===== config.mk =====
export PLATFORM = sky130hd
export DESIGN_NAME = json_string_unescape
export DESIGN_NICKNAME = d
export VERILOG_FILES = /design/src/rtl/core/jsu_pkg.sv /design/src/rtl/core/json_string_unescape.sv /design/src/rtl/core/jsu_decode.sv /design/src/rtl/core/jsu_burst.sv
export VERILOG_INCLUDE_DIRS = /design/src /design/src/rtl/core
export SDC_FILE = /design/constraint.sdc
export NUM_CORES = 1
export LEC_CHECK = 0
export ABC_CLOCK_PERIOD_IN_PS = 6500
export BUFFER_PORTS_ARGS = -buffer_cell sky130_fd_sc_hd__buf_4
export CORE_ASPECT_RATIO = 0.5
export CORE_UTILIZATION = 53
export DETAILED_ROUTE_END_ITERATION = 12
export PLACE_DENSITY_LB_ADDON = 0.12
export RECOVER_POWER = 25
export SLEW_MARGIN = 20
export SYNTH_ARGS = -nofsm -noshare
export SYNTH_HDL_FRONTEND = slang
export SYNTH_SLANG_ARGS = --single-unit

===== constraint.sdc =====
create_clock -name aclk -period 6.5 [get_ports aclk]
set_clock_uncertainty 0.2 [all_clocks]
set_input_delay 0.325 -clock aclk [delete_from_list [all_inputs] [get_ports aclk]]
set_output_delay 0.325 -clock aclk [all_outputs]
set_load 0.01 [all_outputs]

===== src/rtl/core/json_string_unescape_assert.svh =====
// ----------------------------------------------------------------------------
// json_string_unescape_assert.svh
// Assertion macros for the string unescape RTL.
// ----------------------------------------------------------------------------
`ifndef JSON_STRING_UNESCAPE_ASSERT_SVH
`define JSON_STRING_UNESCAPE_ASSERT_SVH

// checked only out of reset
`define JSU_ASSERT(label, prop, msg) \
    label: assert property (@(posedge aclk) disable iff (!aresetn) prop) else $error(msg);

// checked during reset as well
`define JSU_ASSERT_RST(label, prop, msg) \
    label: assert property (@(posedge aclk) prop) else $error(msg);

`endif


===== src/rtl/core/jsu_pkg.sv =====
`timescale 1ns / 1ps
// ----------------------------------------------------------------------------
// jsu_pkg
// Types, codes and helper functions for the JSON string unescape block.
// ----------------------------------------------------------------------------
package jsu_pkg;

    localparam int LENGTH_BITS_DEF = 16;
    localparam int LEN_W           = 16;

    typedef enum logic [3:0] {
        MODE_IDLE,
        MODE_STR,
        MODE_ESC,
        MODE_HEX_HI,
        MODE_SUR_BS,
        MODE_SUR_U,
        MODE_HEX_LO
    } mode_t;

    typedef enum logic [1:0] {
        KIND_DATA = 2'd0,
        KIND_END  = 2'd1,
        KIND_ERR  = 2'd2
    } kind_t;

    localparam logic [7:0] CH_SPACE  = 8'h20;
    localparam logic [7:0] CH_TAB    = 8'h09;
    localparam logic [7:0] CH_CR     = 8'h0D;
    localparam logic [7:0] CH_LF     = 8'h0A;
    localparam logic [7:0] CH_QUOTE  = 8'h22;
    localparam logic [7:0] CH_BSLASH = 8'h5C;
    localparam logic [7:0] CH_SLASH  = 8'h2F;
    localparam logic [7:0] CH_B      = 8'h62;
    localparam logic [7:0] CH_F      = 8'h66;
    localparam logic [7:0] CH_N      = 8'h6E;
    localparam logic [7:0] CH_R      = 8'h72;
    localparam logic [7:0] CH_T      = 8'h74;
    localparam logic [7:0] CH_U      = 8'h75;
    localparam logic [7:0] CTL_BS    = 8'h08;
    localparam logic [7:0] CTL_FF    = 8'h0C;

    localparam logic [15:0] HI_SUR_MIN = 16'hD800;
    localparam logic [15:0] HI_SUR_MAX = 16'hDBFF;
    localparam logic [15:0] LO_SUR_MIN = 16'hDC00;
    localparam logic [15:0] LO_SUR_MAX = 16'hDFFF;
    localparam logic [20:0] SUP_BASE   = 21'h10000;

    typedef struct packed {
        logic       ok;
        logic [3:0] val;
    } hex_t;

    typedef struct packed {
        logic [2:0]      cnt;
        logic [3:0][7:0] bytes;
    } utf8_t;

    // one decoded item's results, bytes[0] goes out first
    typedef struct packed {
        logic [2:0]       cnt;
        kind_t            kind;
        logic [LEN_W-1:0] len;
        logic [3:0][7:0]  bytes;
    } burst_t;

    function automatic hex_t hex_value(input logic [7:0] c);
        hex_t h;
        h.ok  = 1'b1;
        h.val = 4'h0;
        if (c >= 8'h30 && c <= 8'h39) begin
            h.val = c[3:0];
        end else if ((c >= 8'h61 && c <= 8'h66) || (c >= 8'h41 && c <= 8'h46)) begin
            h.val = c[3:0] + 4'd9;
        end else begin
            h.ok = 1'b0;
        end
        return h;
    endfunction

    function automatic utf8_t utf8_encode(input logic [20:0] cp);
        utf8_t u;
        u.bytes = '0;
        if (cp < 21'h80) begin
            u.cnt      = 3'd1;
            u.bytes[0] = cp[7:0];
        end else if (cp < 21'h800) begin
            u.cnt      = 3'd2;
            u.bytes[0] = {3'b110, cp[10:6]};
            u.bytes[1] = {2'b10, cp[5:0]};
        end else if (cp < 21'h10000) begin
            u.cnt      = 3'd3;
            u.bytes[0] = {4'b1110, cp[15:12]};
            u.bytes[1] = {2'b10, cp[11:6]};
            u.bytes[2] = {2'b10, cp[5:0]};
        end else begin
            u.cnt      = 3'd4;
            u.bytes[0] = {5'b11110, cp[20:18]};
            u.bytes[1] = {2'b10, cp[17:12]};
            u.bytes[2] = {2'b10, cp[11:6]};
            u.bytes[3] = {2'b10, cp[5:0]};
        end
        return u;
    endfunction

endpackage


===== src/rtl/core/json_string_unescape.sv =====
`timescale 1ns / 1ps
// ----------------------------------------------------------------------------
// json_string_unescape
// Streaming JSON string literal decoder with UTF-8 output.
// ----------------------------------------------------------------------------
// Input beats carry one source byte (s_tdata) or, with s_tuser set, the end
// of the source. Output beats carry decoded bytes (m_tuser = data), a close
// beat with the decoded length, or an error beat; m_tlast marks the final
// beat caused by one input beat.
// An accepted beat is first held in the input register, then the scanner
// updates its state and fills the result register, from which the first
// result beat is sent.
// Throughput: one input beat per cycle while each beat gives at most one
// result and m_tready stays high. A beat that gives k results (up to four,
// for a \u escape) holds the result register while they go out, one beat each.
// When the receiver stalls, the input register still takes one more beat,
// then s_tready drops until the result register drains.
// Reset (aresetn low, synchronous) empties both registers and puts the
// scanner back to idle, waiting for an opening quote.
// ----------------------------------------------------------------------------
module json_string_unescape import jsu_pkg::*; #(
    parameter int LENGTH_BITS = LENGTH_BITS_DEF
) (
    input  logic        aclk,
    input  logic        aresetn,
    input  logic [7:0]  s_tdata,   // [7:0] src_byte
    input  logic        s_tuser,   // [0] input_done
    input  logic        s_tvalid,
    output logic        s_tready,
    output logic [23:0] m_tdata,   // [7:0] out_byte, [23:8] decoded_length
    output logic [1:0]  m_tuser,   // [1:0] kind
    output logic        m_tlast,
    output logic        m_tvalid,
    input  logic        m_tready
);

    logic       in_valid_reg;
    logic [7:0] in_byte_reg;
    logic       in_done_reg;
    logic       burst_free;
    logic       advance;
    burst_t     burst;

    assign advance  = in_valid_reg && burst_free;
    assign s_tready = !in_valid_reg || burst_free;

    always_ff @(posedge aclk) begin
        if (!aresetn) begin
            in_valid_reg <= 1'b0;
        end else if (s_tvalid && s_tready) begin
            in_valid_reg <= 1'b1;
        end else if (advance) begin
            in_valid_reg <= 1'b0;
        end
    end

    always_ff @(posedge aclk) begin
        if (s_tvalid && s_tready) begin
            in_byte_reg <= s_tdata;
            in_done_reg <= s_tuser;
        end
    end

    jsu_decode #(
        .LENGTH_BITS (LENGTH_BITS)
    ) u_decode (
        .aclk       (aclk),
        .aresetn    (aresetn),
        .advance    (advance),
        .src_byte   (in_byte_reg),
        .input_done (in_done_reg),
        .burst      (burst)
    );

    jsu_burst u_burst (
        .aclk     (aclk),
        .aresetn  (aresetn),
        .load     (advance),
        .burst    (burst),
        .free     (burst_free),
        .m_tdata  (m_tdata),
        .m_tuser  (m_tuser),
        .m_tlast  (m_tlast),
        .m_tvalid (m_tvalid),
        .m_tready (m_tready)
    );

`include "json_string_unescape_assert.svh"

    `JSU_ASSERT_RST(a_reset_empty, !aresetn |=> !m_tvalid, "result valid after reset")
    `JSU_ASSERT(a_burst_cont, m_tvalid && !m_tlast |=> m_tvalid, "result burst broken")
    `JSU_ASSERT(a_ctrl_alone, m_tvalid && m_tuser != KIND_DATA |-> m_tlast, "end or error not last")
    `JSU_ASSERT(a_len_end, m_tvalid && m_tuser != KIND_END |-> m_tdata[23:8] == 16'd0, "stray length")

endmodule


===== src/rtl/core/jsu_decode.sv =====
`timescale 1ns / 1ps
// ----------------------------------------------------------------------------
// jsu_decode
// Scanner state machine: one source byte in, up to four results out.
// ----------------------------------------------------------------------------
module jsu_decode import jsu_pkg::*; #(
    parameter int LENGTH_BITS = LENGTH_BITS_DEF
) (
    input  logic       aclk,
    input  logic       aresetn,
    input  logic       advance,
    input  logic [7:0] src_byte,
    input  logic       input_done,
    output burst_t     burst
);

    localparam int LW = (LENGTH_BITS > LEN_W) ? LENGTH_BITS : LEN_W;
    localparam logic [LENGTH_BITS-1:0] CNT_MAX = {LENGTH_BITS{1'b1}};

    mode_t                  mode_reg, mode_next;
    logic [15:0]            high_reg, high_next;
    logic [15:0]            low_reg, low_next;
    logic [1:0]             hex_cnt_reg, hex_cnt_next;
    logic [LENGTH_BITS-1:0] byte_cnt_reg, byte_cnt_next;

    hex_t                   hv;
    utf8_t                  enc;
    logic [15:0]            code_hi;
    logic [15:0]            code_lo;
    logic [LW-1:0]          cnt_wide;
    logic [LEN_W-1:0]       len_sat;
    logic [LENGTH_BITS:0]   cnt_sum;
    logic [2:0]             data_n;
    logic                   clear;

    assign hv       = hex_value(src_byte);
    assign code_hi  = {high_reg[11:0], hv.val};
    assign code_lo  = {low_reg[11:0], hv.val};
    assign cnt_wide = LW'(byte_cnt_reg);
    assign len_sat  = (cnt_wide > LW'(16'hFFFF)) ? 16'hFFFF : cnt_wide[LEN_W-1:0];

    always_ff @(posedge aclk) begin
        if (!aresetn) begin
            mode_reg     <= MODE_IDLE;
            high_reg     <= '0;
            low_reg      <= '0;
            hex_cnt_reg  <= '0;
            byte_cnt_reg <= '0;
        end else if (advance) begin
            mode_reg     <= mode_next;
            high_reg     <= high_next;
            low_reg      <= low_next;
            hex_cnt_reg  <= hex_cnt_next;
            byte_cnt_reg <= byte_cnt_next;
        end
    end

    always_comb begin
        mode_next    = mode_reg;
        high_next    = high_reg;
        low_next     = low_reg;
        hex_cnt_next = hex_cnt_reg;
        burst        = '0;
        burst.kind   = KIND_DATA;
        enc          = '0;
        clear        = 1'b0;

        if (input_done) begin
            burst.cnt  = 3'd1;
            burst.kind = KIND_ERR;
            clear      = 1'b1;
        end else begin
            unique case (mode_reg)
                MODE_IDLE: begin
                    if (src_byte == CH_QUOTE) begin
                        mode_next = MODE_STR;
                        clear     = 1'b1;
                    end else if (!(src_byte == CH_SPACE || src_byte == CH_TAB ||
                                   src_byte == CH_CR || src_byte == CH_LF)) begin
                        burst.cnt  = 3'd1;
                        burst.kind = KIND_ERR;
                        clear      = 1'b1;
                    end
                end
                MODE_STR: begin
                    if (src_byte == CH_QUOTE) begin
                        burst.cnt  = 3'd1;
                        burst.kind = KIND_END;
                        burst.len  = len_sat;
                        clear      = 1'b1;
                    end else if (src_byte == CH_BSLASH) begin
                        mode_next = MODE_ESC;
                    end else begin
                        burst.cnt      = 3'd1;
                        burst.bytes[0] = src_byte;
                    end
                end
                MODE_ESC: begin
                    mode_next = MODE_STR;
                    burst.cnt = 3'd1;
                    case (src_byte) inside
                        CH_QUOTE, CH_BSLASH, CH_SLASH: burst.bytes[0] = src_byte;
                        CH_B: burst.bytes[0] = CTL_BS;
                        CH_F: burst.bytes[0] = CTL_FF;
                        CH_N: burst.bytes[0] = CH_LF;
                        CH_R: burst.bytes[0] = CH_CR;
                        CH_T: burst.bytes[0] = CH_TAB;
                        CH_U: begin
                            burst.cnt    = 3'd0;
                            mode_next    = MODE_HEX_HI;
                            high_next    = '0;
                            hex_cnt_next = '0;
                        end
                        default: begin
                            burst.kind = KIND_ERR;
                            clear      = 1'b1;
                        end
                    endcase
                end
                MODE_HEX_HI: begin
                    if (!hv.ok) begin
                        burst.cnt  = 3'd1;
                        burst.kind = KIND_ERR;
                        clear      = 1'b1;
                    end else begin
                        high_next = code_hi;
                        if (hex_cnt_reg != 2'd3) begin
                            hex_cnt_next = hex_cnt_reg + 2'd1;
                        end else begin
                            hex_cnt_next = '0;
                            if (code_hi >= HI_SUR_MIN && code_hi <= HI_SUR_MAX) begin
                                mode_next = MODE_SUR_BS;
                            end else begin
                                enc         = utf8_encode({5'd0, code_hi});
                                burst.cnt   = enc.cnt;
                                burst.bytes = enc.bytes;
                                mode_next   = MODE_STR;
                            end
                        end
                    end
                end
                MODE_SUR_BS: begin
                    if (src_byte == CH_BSLASH) begin
                        mode_next = MODE_SUR_U;
                    end else begin
                        burst.cnt  = 3'd1;
                        burst.kind = KIND_ERR;
                        clear      = 1'b1;
                    end
                end
                MODE_SUR_U: begin
                    if (src_byte == CH_U) begin
                        mode_next    = MODE_HEX_LO;
                        low_next     = '0;
                        hex_cnt_next = '0;
                    end else begin
                        burst.cnt  = 3'd1;
                        burst.kind = KIND_ERR;
                        clear      = 1'b1;
                    end
                end
                MODE_HEX_LO: begin
                    if (!hv.ok) begin
                        burst.cnt  = 3'd1;
                        burst.kind = KIND_ERR;
                        clear      = 1'b1;
                    end else begin
                        low_next = code_lo;
                        if (hex_cnt_reg != 2'd3) begin
                            hex_cnt_next = hex_cnt_reg + 2'd1;
                        end else if (code_lo < LO_SUR_MIN || code_lo > LO_SUR_MAX) begin
                            burst.cnt  = 3'd1;
                            burst.kind = KIND_ERR;
                            clear      = 1'b1;
                        end else begin
                            hex_cnt_next = '0;
                            enc          = utf8_encode(SUP_BASE +
                                                       {1'b0, high_reg[9:0], code_lo[9:0]});
                            burst.cnt    = enc.cnt;
                            burst.bytes  = enc.bytes;
                            mode_next    = MODE_STR;
                        end
                    end
                end
                default: begin
                    burst.cnt  = 3'd1;
                    burst.kind = KIND_ERR;
                    clear      = 1'b1;
                end
            endcase
        end

        data_n  = (burst.kind == KIND_DATA) ? burst.cnt : 3'd0;
        cnt_sum = {1'b0, byte_cnt_reg} + (LENGTH_BITS + 1)'(data_n);

        if (clear) begin
            mode_next     = (mode_reg == MODE_IDLE && burst.kind == KIND_DATA) ?
                            MODE_STR : MODE_IDLE;
            high_next     = '0;
            low_next      = '0;
            hex_cnt_next  = '0;
            byte_cnt_next = '0;
        end else if (cnt_sum > {1'b0, CNT_MAX}) begin
            byte_cnt_next = CNT_MAX;
        end else begin
            byte_cnt_next = cnt_sum[LENGTH_BITS-1:0];
        end
    end

endmodule


===== src/rtl/core/jsu_burst.sv =====
`timescale 1ns / 1ps
// ----------------------------------------------------------------------------
// jsu_burst
// Result register: holds one item's results and sends them one beat each.
// ----------------------------------------------------------------------------
module jsu_burst import jsu_pkg::*; (
    input  logic        aclk,
    input  logic        aresetn,
    input  logic        load,
    input  burst_t      burst,
    output logic        free,
    output logic [23:0] m_tdata,   // [7:0] out_byte, [23:8] decoded_length
    output logic [1:0]  m_tuser,   // [1:0] kind
    output logic        m_tlast,
    output logic        m_tvalid,
    input  logic        m_tready
);

    logic [2:0]       cnt_reg;
    kind_t            kind_reg;
    logic [LEN_W-1:0] len_reg;
    logic [3:0][7:0]  bytes_reg;

    assign m_tvalid = (cnt_reg != 3'd0);
    assign m_tlast  = (cnt_reg == 3'd1);
    assign m_tdata  = {len_reg, bytes_reg[0]};
    assign m_tuser  = kind_reg;
    assign free     = (cnt_reg == 3'd0) || (cnt_reg == 3'd1 && m_tready);

    always_ff @(posedge aclk) begin
        if (!aresetn) begin
            cnt_reg <= '0;
        end else if (load) begin
            cnt_reg <= burst.cnt;
        end else if (m_tvalid && m_tready) begin
            cnt_reg <= cnt_reg - 3'd1;
        end
    end

    always_ff @(posedge aclk) begin
        if (load) begin
            kind_reg  <= burst.kind;
            len_reg   <= burst.len;
            bytes_reg <= burst.bytes;
        end else if (m_tvalid && m_tready) begin
            bytes_reg <= {8'h00, bytes_reg[3:1]};
        end
    end

endmodule

==> qor.txt, run 1 <==
STATUS
---------------------------------------------------------------------------------
Run status                                                           finished clean

FLOORPLANNING
---------------------------------------------------------------------------------
Area of the die                                                       12300 sq um
Die Ht                                                                    78.9 um
Standard-cell row count                                                        27
Initial core utilization                                                    55.7%
Core area                                                             11200 sq um
Count of boundary I/O pins                                                     42
Die extent in x                                                            156 um

LAYOUT
---------------------------------------------------------------------------------
Area growth from synthesis to final layout                                  9.17%
Number of standard cells in the layout, taps in and fillers out               878
Share of cells above drive strength 1                                       6.54%
Antenna Diode Count                                                             0
Count of fill cells added during filler insertion                            1002
Max FFs per register                                                           21
Nets@finish                                                                   742

PLACEMENT
---------------------------------------------------------------------------------
Worst slack, placed                                                       1.48 ns
IO Port Bufs                                                                   41
Hpwl dp                                                                  12000 um
Final Wtd Congestion                                                        0.960
DP Cell Count                                                                 853

TIMING
---------------------------------------------------------------------------------
Clock period minus worst slack                                            5.13 ns
Peak Freq                                                               0.195 GHz
Worst slew pin tran                                                      0.995 ns
Hold slack final                                                        0.0358 ns
Worst setup margin                                                        1.37 ns
Remaining max-slew budget at the tightest pin                               33.1%
Period utilisation layout                                                   79.0%
Final Slew Violations                                                           0
Unrepaired setup endpoints after global routing                                no
Hold violation count in the final report                                        0
Setup-violating endpoint count in the final report                              0
Setup TNS                                                                    0 ns

WORST SETUP PATH
---------------------------------------------------------------------------------
R2r startpoint                                                       in_byte_reg[3]
Critical path data arrival time                                           5.21 ns
Critical Path Sink                                                   u_decode.byte_cnt_reg[10]
Length in cells of the worst reg-to-reg path                                   15
Crit path cell chain                                                 or4b_4, or3_4, a22o_1, a221oi_4, nand3_1, nor3_1, ha_1, inv_1, fa_1, nor2b_1, o2111ai_1, nor2_1, nor2_1, o21ai_0, nor3b_1
Largest incremental delay on the critical path                            0.61 ns
Endpoint of the worst-slack reg-to-reg timing path                   u_decode.byte_cnt_reg[10]
Category of the worst setup path capture point                           register
Cell repeated most along the worst path                              sky130_fd_sc_hd__nor2_1
CP Launch Type                                                           register
Classification of the worst setup path                               register to register
Startpoint of the worst setup timing path                            in_byte_reg[3]
Maximum net fanout on the critical path                                        16
Worst-path cell with the longest stage delay                         sky130_fd_sc_hd__edfxtp_1
Critical Path RT                                                          6.58 ns
Worst R2R Setup Slack                                                     1.37 ns

GLOBAL ROUTING
---------------------------------------------------------------------------------
Overflow left after global routing                                              0
Global-route wire length before repair                                   27200 um
Total GRT Usage                                                             29.0%
Vias in the first global route                                               4967
Maximum number of pins on one net before global-route repair                   54
Antenna violations before repair                                                0

POWER AND IR DROP
---------------------------------------------------------------------------------
Power dissipated by switching net loads                                0.000606 W
VDD IR-drop max                                                            163 uV
Static Leakage                                                            2.59 nW
Part of the total power dissipated in sequential elements                   48.2%
Total power consumption of the routed design                            0.00194 W
Relative contribution of combinational cells to total power                 23.7%
Switching Share                                                             31.2%
Total power per unit cell area                                        284 nW/um^2
Cell internal power dissipation                                         0.00134 W
Clock share of power                                                        28.1%

CLOCK TREE
---------------------------------------------------------------------------------
Clk Tree Root Cell                                                   sky130_fd_sc_hd__clkbuf_16
Buffer levels on the longest clock path                                         2
Clock tree from TritonCTS                                                     yes
Number of clock sinks                                                         105
CTS Buf Count                                                                   9
Deepest level of the CTS H-tree                                                 3
Reg clk slew, reported paths                                              0.07 ns
Source-to-sink clock delay at the later pin of the worst-skew pair        0.35 ns
Post-CTS setup buffer count                                                     0
CTS resizes                                                                     0

ROUTING
---------------------------------------------------------------------------------
Pre-antenna DRT Iters                                                           5
Final routed DRC violation total                                                0
Aggregate routed wire length                                             17100 um
Via count                                                                    5537
Number of DRC markers in iteration 0                                          574
Average via count per standard cell                                          6.31
Number of nets with antenna violations after routing                            0
DR WL/cell                                                                19.5 um

SYNTHESIS
---------------------------------------------------------------------------------
Cells after synthesis                                                         698
Share of the yosys chip area belonging to registers                         42.5%
Number of unique standard cell types used by synthesis                         73
Synth warnings                                                                  0
Post-synth design cell area                                            6260 sq um
Syn nets                                                                      726
Flop and latch count out of synthesis                                         105
Async set-reset flop share out of synthesis                                    0%
Most used flip-flop cell after synthesis                             sky130_fd_sc_hd__edfxtp_1
Avg Cell Area, Syn                                                     8.98 sq um
Number of enable-type register cells in the synthesized netlist                56

MIN PATH
---------------------------------------------------------------------------------
Class of the tightest hold or removal check                          input port to register

FLOW RUN
---------------------------------------------------------------------------------
Max cap viols                                                                   0

## metrics by stage
stage,utilization [%],instance area [sq um]
2_1_floorplan,-,6260
3_3_place_gp,58.4,6570
3_5_place_dp,58.4,6570
4_1_cts,61.8,6950
5_1_grt,60.8,6840
6_report,60.8,6840
## area by class of cell
class	count	area, sq um	area share, %
Clock inverter	5	56.3	0.823
Tap cell	159	199	2.91
Multi-Input combinational cell	519	3270	47.8
Sequential cell	105	2660	38.9
Inverter	23	86.3	1.26
Clock buffer	11	233	3.40
Timing Repair Buffer	56	334	4.88
## layout by cell type, fill, tap and decap left out, types with 22 or more instances in the layout
| cell type | n |
|---|---|
| sky130_fd_sc_hd__o21ai_0 | 34 |
| sky130_fd_sc_hd__nor2_1 | 52 |
| sky130_fd_sc_hd__inv_1 | 22 |
| sky130_fd_sc_hd__clkbuf_1 | 31 |
| sky130_fd_sc_hd__nand3_1 | 26 |
| sky130_fd_sc_hd__nand2_1 | 81 |
| sky130_fd_sc_hd__dfxtp_1 | 49 |
| sky130_fd_sc_hd__a21oi_1 | 46 |
| sky130_fd_sc_hd__edfxtp_1 | 56 |
| sky130_fd_sc_hd__and2_1 | 25 |
## kinds of logic after synthesis
group           share of synthesized area, %
compound gates                          22.9
xor+xnor                               0.559
fa+ha+maj                               3.12
buf+inv                                 5.41
flops                                   42.5
mux                                     2.56
simple gates                            23.0
## how the worst min path moves through the flow
stage | start | end | cells after the start | slack, ns
detailed placement | u_decode.low_reg[11] | u_decode.low_reg[11] | 1 | 0.26
finish | s_tvalid | in_valid_reg | 3 | 0.04
floorplan | s_tdata[0] | in_byte_reg[0] | 0 | 0.22
CTS | s_tvalid | in_valid_reg | 3 | 0.04
global placement | u_decode.hex_cnt_reg[1] | u_decode.hex_cnt_reg[1] | 2 | 0.25
global route | s_tvalid | in_valid_reg | 3 | 0.04
## what timing repair did
action                     4_1_cts  5_1_grt
hold endpoints to repair         9        0
setup endpoints to repair        0        0
hold buffers                     9        0
## synth_stat cells, types with 16 or more instances
cell type,number,area [sq um]
sky130_fd_sc_hd__dfxtp_1,49,981
sky130_fd_sc_hd__a22o_1,16,140
sky130_fd_sc_hd__o21ai_0,34,170
sky130_fd_sc_hd__inv_1,23,86.3
sky130_fd_sc_hd__a21oi_1,46,230
sky130_fd_sc_hd__clkbuf_1,32,120
sky130_fd_sc_hd__edfxtp_1,56,1680
sky130_fd_sc_hd__nand2_1,81,304
sky130_fd_sc_hd__mux2i_1,16,160
sky130_fd_sc_hd__nor3_1,21,105
sky130_fd_sc_hd__nand3_1,27,135
sky130_fd_sc_hd__nor2_1,52,195
sky130_fd_sc_hd__and2_1,26,163
## layer usage
layer | vias to the layer above | part of all wire [%] | track usage [%]
met2 | 262 | 43 | 43.4
met1 | 2632 | 48 | 42.8
met4 | 0 | 1.6 | 7.06
met5 | - | 0 | 0
met3 | 26 | 7.7 | 5.90
li1 | 2617 | - | -
## power groups by stage
stage | clock network (W) | registers (W) | logic [W]
4_1_cts | 0.000551 | 0.000936 | 0.000508
6_report | 0.000545 | 0.000936 | 0.000461
3_5_place_dp | 0 | 0.000950 | 0.000502
3_3_place_gp | 0 | 0.000946 | 0.000496
5_1_grt | 0.000580 | 0.000951 | 0.000514
2_1_floorplan | 0 | 0.000934 | 0.000362
## worst max-delay path: cells and delay by family (launching register included)
family	cells	cell delay [ns]
adders and majority gates	2	0.65
DFF	1	0.61
AOI/OAI and AO/OA	4	1.11
buffers and inverters	1	0.06
and+or+nand+nor	8	2.43
Power figures use the tool's default switching activity.
==> inputs of run 2 (changes only) <==
--- a/config.mk
+++ b/config.mk
@@ -6,7 +6,8 @@
 export SDC_FILE = /design/constraint.sdc
 export NUM_CORES = 1
 export LEC_CHECK = 0
-export ABC_CLOCK_PERIOD_IN_PS = 6500
+export ABC_AREA = 1
+export ABC_CLOCK_PERIOD_IN_PS = 4300
 export BUFFER_PORTS_ARGS = -buffer_cell sky130_fd_sc_hd__buf_4
 export CORE_ASPECT_RATIO = 0.5
 export CORE_UTILIZATION = 53
==> constraint.sdc (replaced) <==
create_clock -name aclk -period 4.3 [get_ports aclk]
set_clock_uncertainty 0.2 [all_clocks]
set_input_delay 0.215 -clock aclk [delete_from_list [all_inputs] [get_ports aclk]]
set_output_delay 0.215 -clock aclk [all_outputs]
set_load 0.01 [all_outputs]
==> qor.txt, run 2 <==
TIMING
-------------------------------------------------------------------------------------
Worst slew pin tran                                                          0.954 ns   -0.0411 ns
Clock period minus worst slack                                                4.02 ns   -1.12 ns
Worst setup margin                                                           0.282 ns   -1.08 ns
Remaining max-slew budget at the tightest pin                                   36.2%   +3.0 points
Final Slew Violations                                                               0   unchanged
Hold violation count in the final report                                            0   unchanged
Peak Freq                                                                   0.249 GHz   +28%
Setup-violating endpoint count in the final report                                  0   unchanged
Setup TNS                                                                        0 ns   unchanged
Period utilisation layout                                                       93.4%   +14 points

WORST SETUP PATH
-------------------------------------------------------------------------------------
Critical Path RT                                                              4.40 ns   -2.18 ns
Critical path data arrival time                                               4.11 ns   -1.10 ns
Worst R2R Setup Slack                                                         0.28 ns   -1.08 ns
Classification of the worst setup path                                   register to register
CP Launch Type                                                               register
Maximum net fanout on the critical path                                             8   -8
Category of the worst setup path capture point                               register

FLOORPLANNING
-------------------------------------------------------------------------------------
Count of boundary I/O pins                                                         42   unchanged
Die Ht                                                                        81.3 um   +3.0%
Area of the die                                                           13000 sq um   +6.2%
Standard-cell row count                                                            28   +3.7%
Initial core utilization                                                        55.4%   -0.27 points
Die extent in x                                                                161 um   +3.1%
Core area                                                                 12000 sq um   +6.8%

STATUS
-------------------------------------------------------------------------------------
Run status                                                               finished clean

CLOCK TREE
-------------------------------------------------------------------------------------
Source-to-sink clock delay at the later pin of the worst-skew pair            0.36 ns   about the same
Deepest level of the CTS H-tree                                                     3   unchanged
CTS Buf Count                                                                       9   unchanged
Clk Tree Root Cell                                                       sky130_fd_sc_hd__clkbuf_16
Reg clk slew, reported paths                                                  0.09 ns   +0.02 ns
Clock tree from TritonCTS                                                         yes
Buffer levels on the longest clock path                                             2   unchanged
Number of clock sinks                                                             105   unchanged

LAYOUT
-------------------------------------------------------------------------------------
Most frequent cells in the layout                                        sky130_fd_sc_hd__nand2_1, sky130_fd_sc_hd__nor2_1, sky130_fd_sc_hd__inv_1
Number of standard cells in the layout, taps in and fillers out                  1155   +32%
Share of cells above drive strength 1                                           14.1%   +7.6 points
Nets@finish                                                                      1013   +37%
Max FFs per register                                                               21   unchanged
Final core utilization                                                          63.7%   +2.9 points
Most frequent standard cell in the layout excluding fill and tap cells   sky130_fd_sc_hd__nand2_1
Sequential cell area in the final layout                                   2670 sq um   about the same
Antenna Diode Count                                                                 0   unchanged
Multi-input gate area in the final layout                                  3420 sq um   +4.5%
Count of fill cells added during filler insertion                                1140   +14%
Area growth from synthesis to final layout                                      14.9%

SYNTHESIS
-------------------------------------------------------------------------------------
Xor-xnor portion of the synthesized cell area                                   1.84%   +1.3 points
Cell accounting for the most synthesized area                            sky130_fd_sc_hd__edfxtp_1
Dominant combinational cell family by area after synthesis               simple AND/OR/NAND/NOR gates
Synth warnings                                                                      0   unchanged
Area share of fa/ha/maj cells after synthesis                                   2.93%   -0.18 points
Simple-gate area share of the yosys netlist                                     30.8%   +7.8 points
Number of enable-type register cells in the synthesized netlist                    56   unchanged
Share of the yosys chip area belonging to registers                             40.0%   -2.5 points
Number of unique standard cell types used by synthesis                             49   -33%
Top cells by count, synth                                                sky130_fd_sc_hd__nand2_1, sky130_fd_sc_hd__nor2_1, sky130_fd_sc_hd__inv_1
Post-synth design cell area                                                6660 sq um   +6.3%
Syn nets                                                                          948   +31%
Avg Cell Area, Syn                                                         7.24 sq um   -19%
Flop and latch count out of synthesis                                             105   unchanged
Leading cell types by total area after synthesis                         sky130_fd_sc_hd__edfxtp_1, sky130_fd_sc_hd__dfxtp_1, sky130_fd_sc_hd__nand2_1
Async set-reset flop share out of synthesis                                        0%   unchanged
Post-synth top area share                                                       25.3%   -1.6 points
Most used flip-flop cell after synthesis                                 sky130_fd_sc_hd__edfxtp_1
Most repeated cell in the gate-level netlist after synthesis             sky130_fd_sc_hd__nand2_1
Fraction of the mapped netlist area in compound gates                           14.2%   -8.7 points
Portion of netlist area occupied by mux cells                                      0%   -2.6 points
Cells after synthesis                                                             920   +32%

GLOBAL ROUTING
-------------------------------------------------------------------------------------
Maximum number of pins on one net before global-route repair                       54   unchanged
Overflow left after global routing                                                  0   unchanged
Total GRT Usage                                                                 33.5%   +4.4 points
Vias in the first global route                                                   6098   +23%
Global-route wire length before repair                                       32900 um   +21%
Antenna violations before repair                                                    0   unchanged

POWER AND IR DROP
-------------------------------------------------------------------------------------
Total power consumption of the routed design                                0.00434 W   +120%
Static Leakage                                                                3.08 nW   +19%
Total power per unit cell area                                            567 nW/um^2   +100%
VDD IR-drop max                                                                311 uV   +91%

ROUTING
-------------------------------------------------------------------------------------
Number of nets with antenna violations after routing                                0   unchanged
Final routed DRC violation total                                                    0   unchanged
Via count                                                                        6678   +21%
Average via count per standard cell                                              5.78   -8.3%
DR WL/cell                                                                    18.3 um   -6.4%
Number of DRC markers in iteration 0                                              822   +43%
Aggregate routed wire length                                                 21100 um   +23%
Pre-antenna DRT Iters                                                               7   +2

MIN PATH
-------------------------------------------------------------------------------------
Class of the tightest hold or removal check                              input port to register

PLACEMENT
-------------------------------------------------------------------------------------
Hpwl dp                                                                      15900 um   +32%
Worst slack, placed                                                         0.0362 ns   -1.44 ns
IO Port Bufs                                                                       41   unchanged
Final Wtd Congestion                                                            0.992   +3.4%
DP Cell Count                                                                    1123   +32%

FLOW RUN
-------------------------------------------------------------------------------------
Max cap viols                                                                       0   unchanged

==> run 2: cell count changes in the layout (fill, tap and decap cells not counted), moves of 16 or more <==
cell                      change
sky130_fd_sc_hd__and2_1      -24
sky130_fd_sc_hd__o21ai_0     +24
sky130_fd_sc_hd__buf_4       +38
sky130_fd_sc_hd__nand4_1     +16
sky130_fd_sc_hd__nor2_1      +59
sky130_fd_sc_hd__inv_1       +81
sky130_fd_sc_hd__mux2i_1     -16
sky130_fd_sc_hd__nand2_1    +138
==> run 2: final cells by class <==
type,count,area share [%]
timing repair buffer,95,8.22
clock inverter,6,0.768
sequential,105,34.8
clock buffer,10,2.99
inverter,118,5.85
multi-input combinational,656,44.6
tap,165,2.70
==> run 2: where the power goes <==
group / switching (W) / internal, W / total [W]
logic: 0.00129 / 0.000566 / 0.00185
registers: 0.000217 / 0.00144 / 0.00166
clock network: 0.000421 / 0.000407 / 0.000828
total: 0.00192 / 0.00242 / 0.00434
==> run 2: critical path, stage by stage, from the launching register on <==
cell and delay (ns):
sky130_fd_sc_hd__edfxtp_1 0.44, sky130_fd_sc_hd__inv_1 0.12, sky130_fd_sc_hd__ha_2 0.21, sky130_fd_sc_hd__inv_1 0.06
sky130_fd_sc_hd__nor2_1 0.12, sky130_fd_sc_hd__nand2_2 0.12, sky130_fd_sc_hd__nand3_2 0.12, sky130_fd_sc_hd__nor2_1 0.08
sky130_fd_sc_hd__nand3_1 0.08, sky130_fd_sc_hd__nand2_1 0.08, sky130_fd_sc_hd__nor2_1 0.10, sky130_fd_sc_hd__nand2_1 0.10
sky130_fd_sc_hd__nor2_1 0.12, sky130_fd_sc_hd__and2_1 0.15, sky130_fd_sc_hd__ha_1 0.17, sky130_fd_sc_hd__inv_1 0.06
sky130_fd_sc_hd__fa_1 0.44, sky130_fd_sc_hd__o22ai_2 0.17, sky130_fd_sc_hd__nand2_1 0.10, sky130_fd_sc_hd__nor2_2 0.12
sky130_fd_sc_hd__nand2_2 0.10, sky130_fd_sc_hd__nor2_4 0.14, sky130_fd_sc_hd__nand3_2 0.08, sky130_fd_sc_hd__buf_4 0.19
sky130_fd_sc_hd__nand2_1 0.07, sky130_fd_sc_hd__nand2_1 0.07, sky130_fd_sc_hd__a21oi_1 0.15
==> run 2: kinds of logic after synthesis <==
| group | after synthesis |
|---|---|
| compound gates | 161 |
| xor+xnor | 14 |
| fa+ha+maj | 15 |
| buf+inv | 159 |
| flops | 105 |
| simple gates | 466 |
==> run 2: final timing paths <==
check,depth (start not counted),from,end
setup / recovery,26,in_byte_reg[1],u_decode.byte_cnt_reg[6]
hold / removal,3,aresetn,u_decode.hex_cnt_reg[1]
setup reg to reg,26,in_byte_reg[1],u_decode.byte_cnt_reg[6]
hold reg to reg,2,u_decode.low_reg[10],u_decode.low_reg[10]
==> run 2: through the flow <==
| stage | hold WS, ns | instance area [sq um] |
|---|---|---|
| detailed placement | 0.195 | 7230 |
| finish | 0.0945 | 7650 |
| floorplan | 0.114 | 6660 |
| global placement | 0.194 | 7230 |
| global route | 0.0980 | 7650 |
| CTS | 0.0861 | 7620 |
==> run 2: routing by layer <==
metal | share of wire [%] | global-route usage [%]
met5 | 0 | 0
met4 | 1.9 | 8.57
met3 | 10 | 10.3
met2 | 42 | 51.8
met1 | 45 | 45.6
==> run 2: repair_timing <==
action                                  4_1_cts  5_1_grt
resized for setup                             1       29
pin swaps                                     0        3
buffers inserted                              0        6
hold endpoints to repair                     10        0
cloned                                        0        0
endpoints found under the setup margin        1       16
hold buffers                                 10        0
==> inputs of run 3 (changes only) <==
--- a/config.mk
+++ b/config.mk
@@ -7,10 +7,9 @@
 export NUM_CORES = 1
 export LEC_CHECK = 0
 export ABC_AREA = 1
-export ABC_CLOCK_PERIOD_IN_PS = 4300
 export BUFFER_PORTS_ARGS = -buffer_cell sky130_fd_sc_hd__buf_4
 export CORE_ASPECT_RATIO = 0.5
-export CORE_UTILIZATION = 53
+export CORE_UTILIZATION = 61
 export DETAILED_ROUTE_END_ITERATION = 12
 export PLACE_DENSITY_LB_ADDON = 0.12
 export RECOVER_POWER = 25
==> constraint.sdc (replaced) <==
create_clock -name aclk -period 4.8 [get_ports aclk]
set_clock_uncertainty 0.2 [all_clocks]
set_input_delay 0.24 -clock aclk [delete_from_list [all_inputs] [get_ports aclk]]
set_output_delay 0.24 -clock aclk [all_outputs]
set_load 0.01 [all_outputs]
==> qor.txt, run 3 (synthesis results as in run 2) <==
STATUS
-------------------------------------------------------------------------------------
Run status                                                               finished clean

TIMING
-------------------------------------------------------------------------------------
Period utilisation layout                                                       96.5%   +3.1 points
Remaining max-slew budget at the tightest pin                                   5.08%   -31 points
Hold violation count in the final report                                            0   unchanged
Final Slew Violations                                                               0   unchanged
Peak Freq                                                                   0.216 GHz   -13%
Worst slew pin tran                                                           1.42 ns   +0.464 ns
Hold slack final                                                             0.107 ns   +0.0127 ns
Setup-violating endpoint count in the final report                                  0   unchanged
Setup TNS                                                                        0 ns   unchanged
Clock period minus worst slack                                                4.63 ns   +0.615 ns

PLACEMENT
-------------------------------------------------------------------------------------
Final Wtd Congestion                                                             1.08   +8.9%
Hpwl dp                                                                      15400 um   -2.7%
Placed cell area                                                           7020 sq um   -2.9%
IO Port Bufs                                                                       41   unchanged
DP Cell Count                                                                    1074   -4.4%

WORST SETUP PATH
-------------------------------------------------------------------------------------
Critical path data arrival time                                               4.72 ns   +0.61 ns
R2r startpoint                                                           in_byte_reg[0]
Maximum net fanout on the critical path                                             9   +1
Critical Path RT                                                              4.88 ns   +0.48 ns
Startpoint of the worst setup timing path                                in_byte_reg[0]
Classification of the worst setup path                                   register to register
Category of the worst setup path capture point                               register
CP Launch Type                                                               register

CLOCK TREE
-------------------------------------------------------------------------------------
Deepest level of the CTS H-tree                                                     3   unchanged
Source-to-sink clock delay at the later pin of the worst-skew pair            0.36 ns   about the same
Clock tree from TritonCTS                                                         yes
Clk Tree Root Cell                                                       sky130_fd_sc_hd__clkbuf_16
Number of clock sinks                                                             105   unchanged
Buffer levels on the longest clock path                                             2   unchanged
Reg clk slew, reported paths                                                  0.08 ns   about the same
CTS Buf Count                                                                       9   unchanged

GLOBAL ROUTING
-------------------------------------------------------------------------------------
Overflow left after global routing                                                  0   unchanged
Vias in the first global route                                                   6051   -0.77%
Global-route wire length before repair                                       31800 um   -3.2%
Maximum number of pins on one net before global-route repair                       49   -9.3%
Antenna violations before repair                                                    0   unchanged
Total GRT Usage                                                                 37.7%   +4.2 points

LAYOUT
-------------------------------------------------------------------------------------
Nets@finish                                                                       988   -2.5%
Post-Layout Inst Area                                                      7370 sq um   -3.7%
Antenna Diode Count                                                                 0   unchanged
Final core utilization                                                          70.8%   +7.1 points
Max FFs per register                                                               21   unchanged
Most frequent cells in the layout                                        sky130_fd_sc_hd__nand2_1, sky130_fd_sc_hd__nor2_1, sky130_fd_sc_hd__inv_1
Number of standard cells in the layout, taps in and fillers out                  1105   -4.3%
Area growth from synthesis to final layout                                      10.6%
Share of cells above drive strength 1                                           9.84%   -4.3 points
Most frequent standard cell in the layout excluding fill and tap cells   sky130_fd_sc_hd__nand2_1

ROUTING
-------------------------------------------------------------------------------------
Aggregate routed wire length                                                 21500 um   +2.0%
Final routed DRC violation total                                                    0   unchanged
Number of DRC markers in iteration 0                                              906   +10%
Via count                                                                        6838   +2.4%
Pre-antenna DRT Iters                                                               6   -1
Number of nets with antenna violations after routing                                0   unchanged
DR WL/cell                                                                    19.5 um   +6.6%
Average via count per standard cell                                              6.19   +7.0%

FLOORPLANNING
-------------------------------------------------------------------------------------
Standard-cell row count                                                            26   -7.1%
Area of the die                                                           11400 sq um   -13%
Core area                                                                 10400 sq um   -13%
Initial core utilization                                                        64.0%   +8.6 points
Count of boundary I/O pins                                                         42   unchanged
Die Ht                                                                        75.9 um   -6.6%
Die extent in x                                                                150 um   -6.7%

MIN PATH
-------------------------------------------------------------------------------------
Class of the tightest hold or removal check                              input port to register
Hold wc startpoint                                                            aresetn

FLOW RUN
-------------------------------------------------------------------------------------
Max cap viols                                                                       0   unchanged

POWER AND IR DROP
-------------------------------------------------------------------------------------
Total power per unit cell area                                            519 nW/um^2   -8.5%
Static Leakage                                                                2.98 nW   -3.5%
VDD IR-drop max                                                                296 uV   -4.7%

==> run 3: cell count changes in the layout (fill, tap and decap cells not counted), moves of 3 or more <==
cell / before / now
sky130_fd_sc_hd__buf_4: 47 / 22
sky130_fd_sc_hd__nor2_1: 111 / 118
sky130_fd_sc_hd__nor2_4: 10 / 5
sky130_fd_sc_hd__nand3_2: 9 / 5
sky130_fd_sc_hd__nand2_1: 219 / 222
sky130_fd_sc_hd__nand2_2: 11 / 8
sky130_fd_sc_hd__nand3_1: 34 / 37
sky130_fd_sc_hd__nor3_2: 3 / 0
==> run 3: metal layers <==
layer	up-vias	routed length, um	GRT usage (%)
met5	-	0	0
met2	496	9450	61.1
met4	0	546	12.0
met3	65	2800	11.1
li1	3134	-	-
met1	3143	8740	49.1
==> run 3: per-stage QoR <==
stage          setup slack (ns)  power [W]
2_1_floorplan             0.838    0.00262
3_3_place_gp              0.347    0.00305
3_5_place_dp             0.0943    0.00307
4_1_cts                  0.0423    0.00381
5_1_grt                  -0.112    0.00403
6_report                  0.167    0.00382
==> run 3: area by class of cell <==
cell class / instances / area [sq um]
Multi-Input combinational cell: 656 / 3350
Fill cell: 816 / 3040
Sequential cell: 105 / 2660
Inverter: 118 / 448
Timing Repair Buffer: 70 / 442
Clock buffer: 10 / 229
Tap cell: 140 / 175
Clock inverter: 6 / 61.3
==> run 3: report_power, final <==
group          leakage [nW]  switching (W)  internal (W)
registers             0.949       0.000203       0.00129
clock network         0.143       0.000367      0.000366
logic                  1.89        0.00114      0.000453
==> run 3: worst max-delay path, stage by stage, from the launching register on <==
cell	delay, ns
sky130_fd_sc_hd__edfxtp_1	0.47
sky130_fd_sc_hd__inv_1	0.15
sky130_fd_sc_hd__ha_1	0.24
sky130_fd_sc_hd__inv_1	0.07
sky130_fd_sc_hd__nor2_1	0.12
sky130_fd_sc_hd__nand2_1	0.20
sky130_fd_sc_hd__nand3_2	0.17
sky130_fd_sc_hd__nor2_1	0.11
sky130_fd_sc_hd__nand3_1	0.08
sky130_fd_sc_hd__nand2_1	0.10
sky130_fd_sc_hd__nor2_1	0.11
sky130_fd_sc_hd__nand2_1	0.09
sky130_fd_sc_hd__nor2_1	0.16
sky130_fd_sc_hd__and2_1	0.16
sky130_fd_sc_hd__ha_1	0.16
sky130_fd_sc_hd__inv_1	0.06
sky130_fd_sc_hd__fa_1	0.45
sky130_fd_sc_hd__o22ai_2	0.17
sky130_fd_sc_hd__nand2_1	0.10
sky130_fd_sc_hd__nor2_2	0.18
sky130_fd_sc_hd__nand2_2	0.16
sky130_fd_sc_hd__nor2_4	0.19
sky130_fd_sc_hd__nand3_4	0.17
sky130_fd_sc_hd__inv_4	0.16
sky130_fd_sc_hd__o21ai_0	0.13
sky130_fd_sc_hd__a21oi_1	0.19
==> run 3: worst paths after layout <==
| path | to | cells past startpoint | slack (ns) |
|---|---|---|---|
| max | u_decode.byte_cnt_reg[2] | 25 | 0.17 |
| min | u_decode.hex_cnt_reg[1] | 3 | 0.11 |
| max reg2reg | u_decode.byte_cnt_reg[2] | 25 | 0.17 |
| min reg2reg | u_decode.low_reg[11] | 2 | 0.27 |
==> run 3: repair_timing <==
action	4_1_cts	5_1_grt
hold endpoints to repair	10	0
setup endpoints to repair	0	16
hold buffers	10	0
setup buffers	0	5
gates resized for setup	0	10
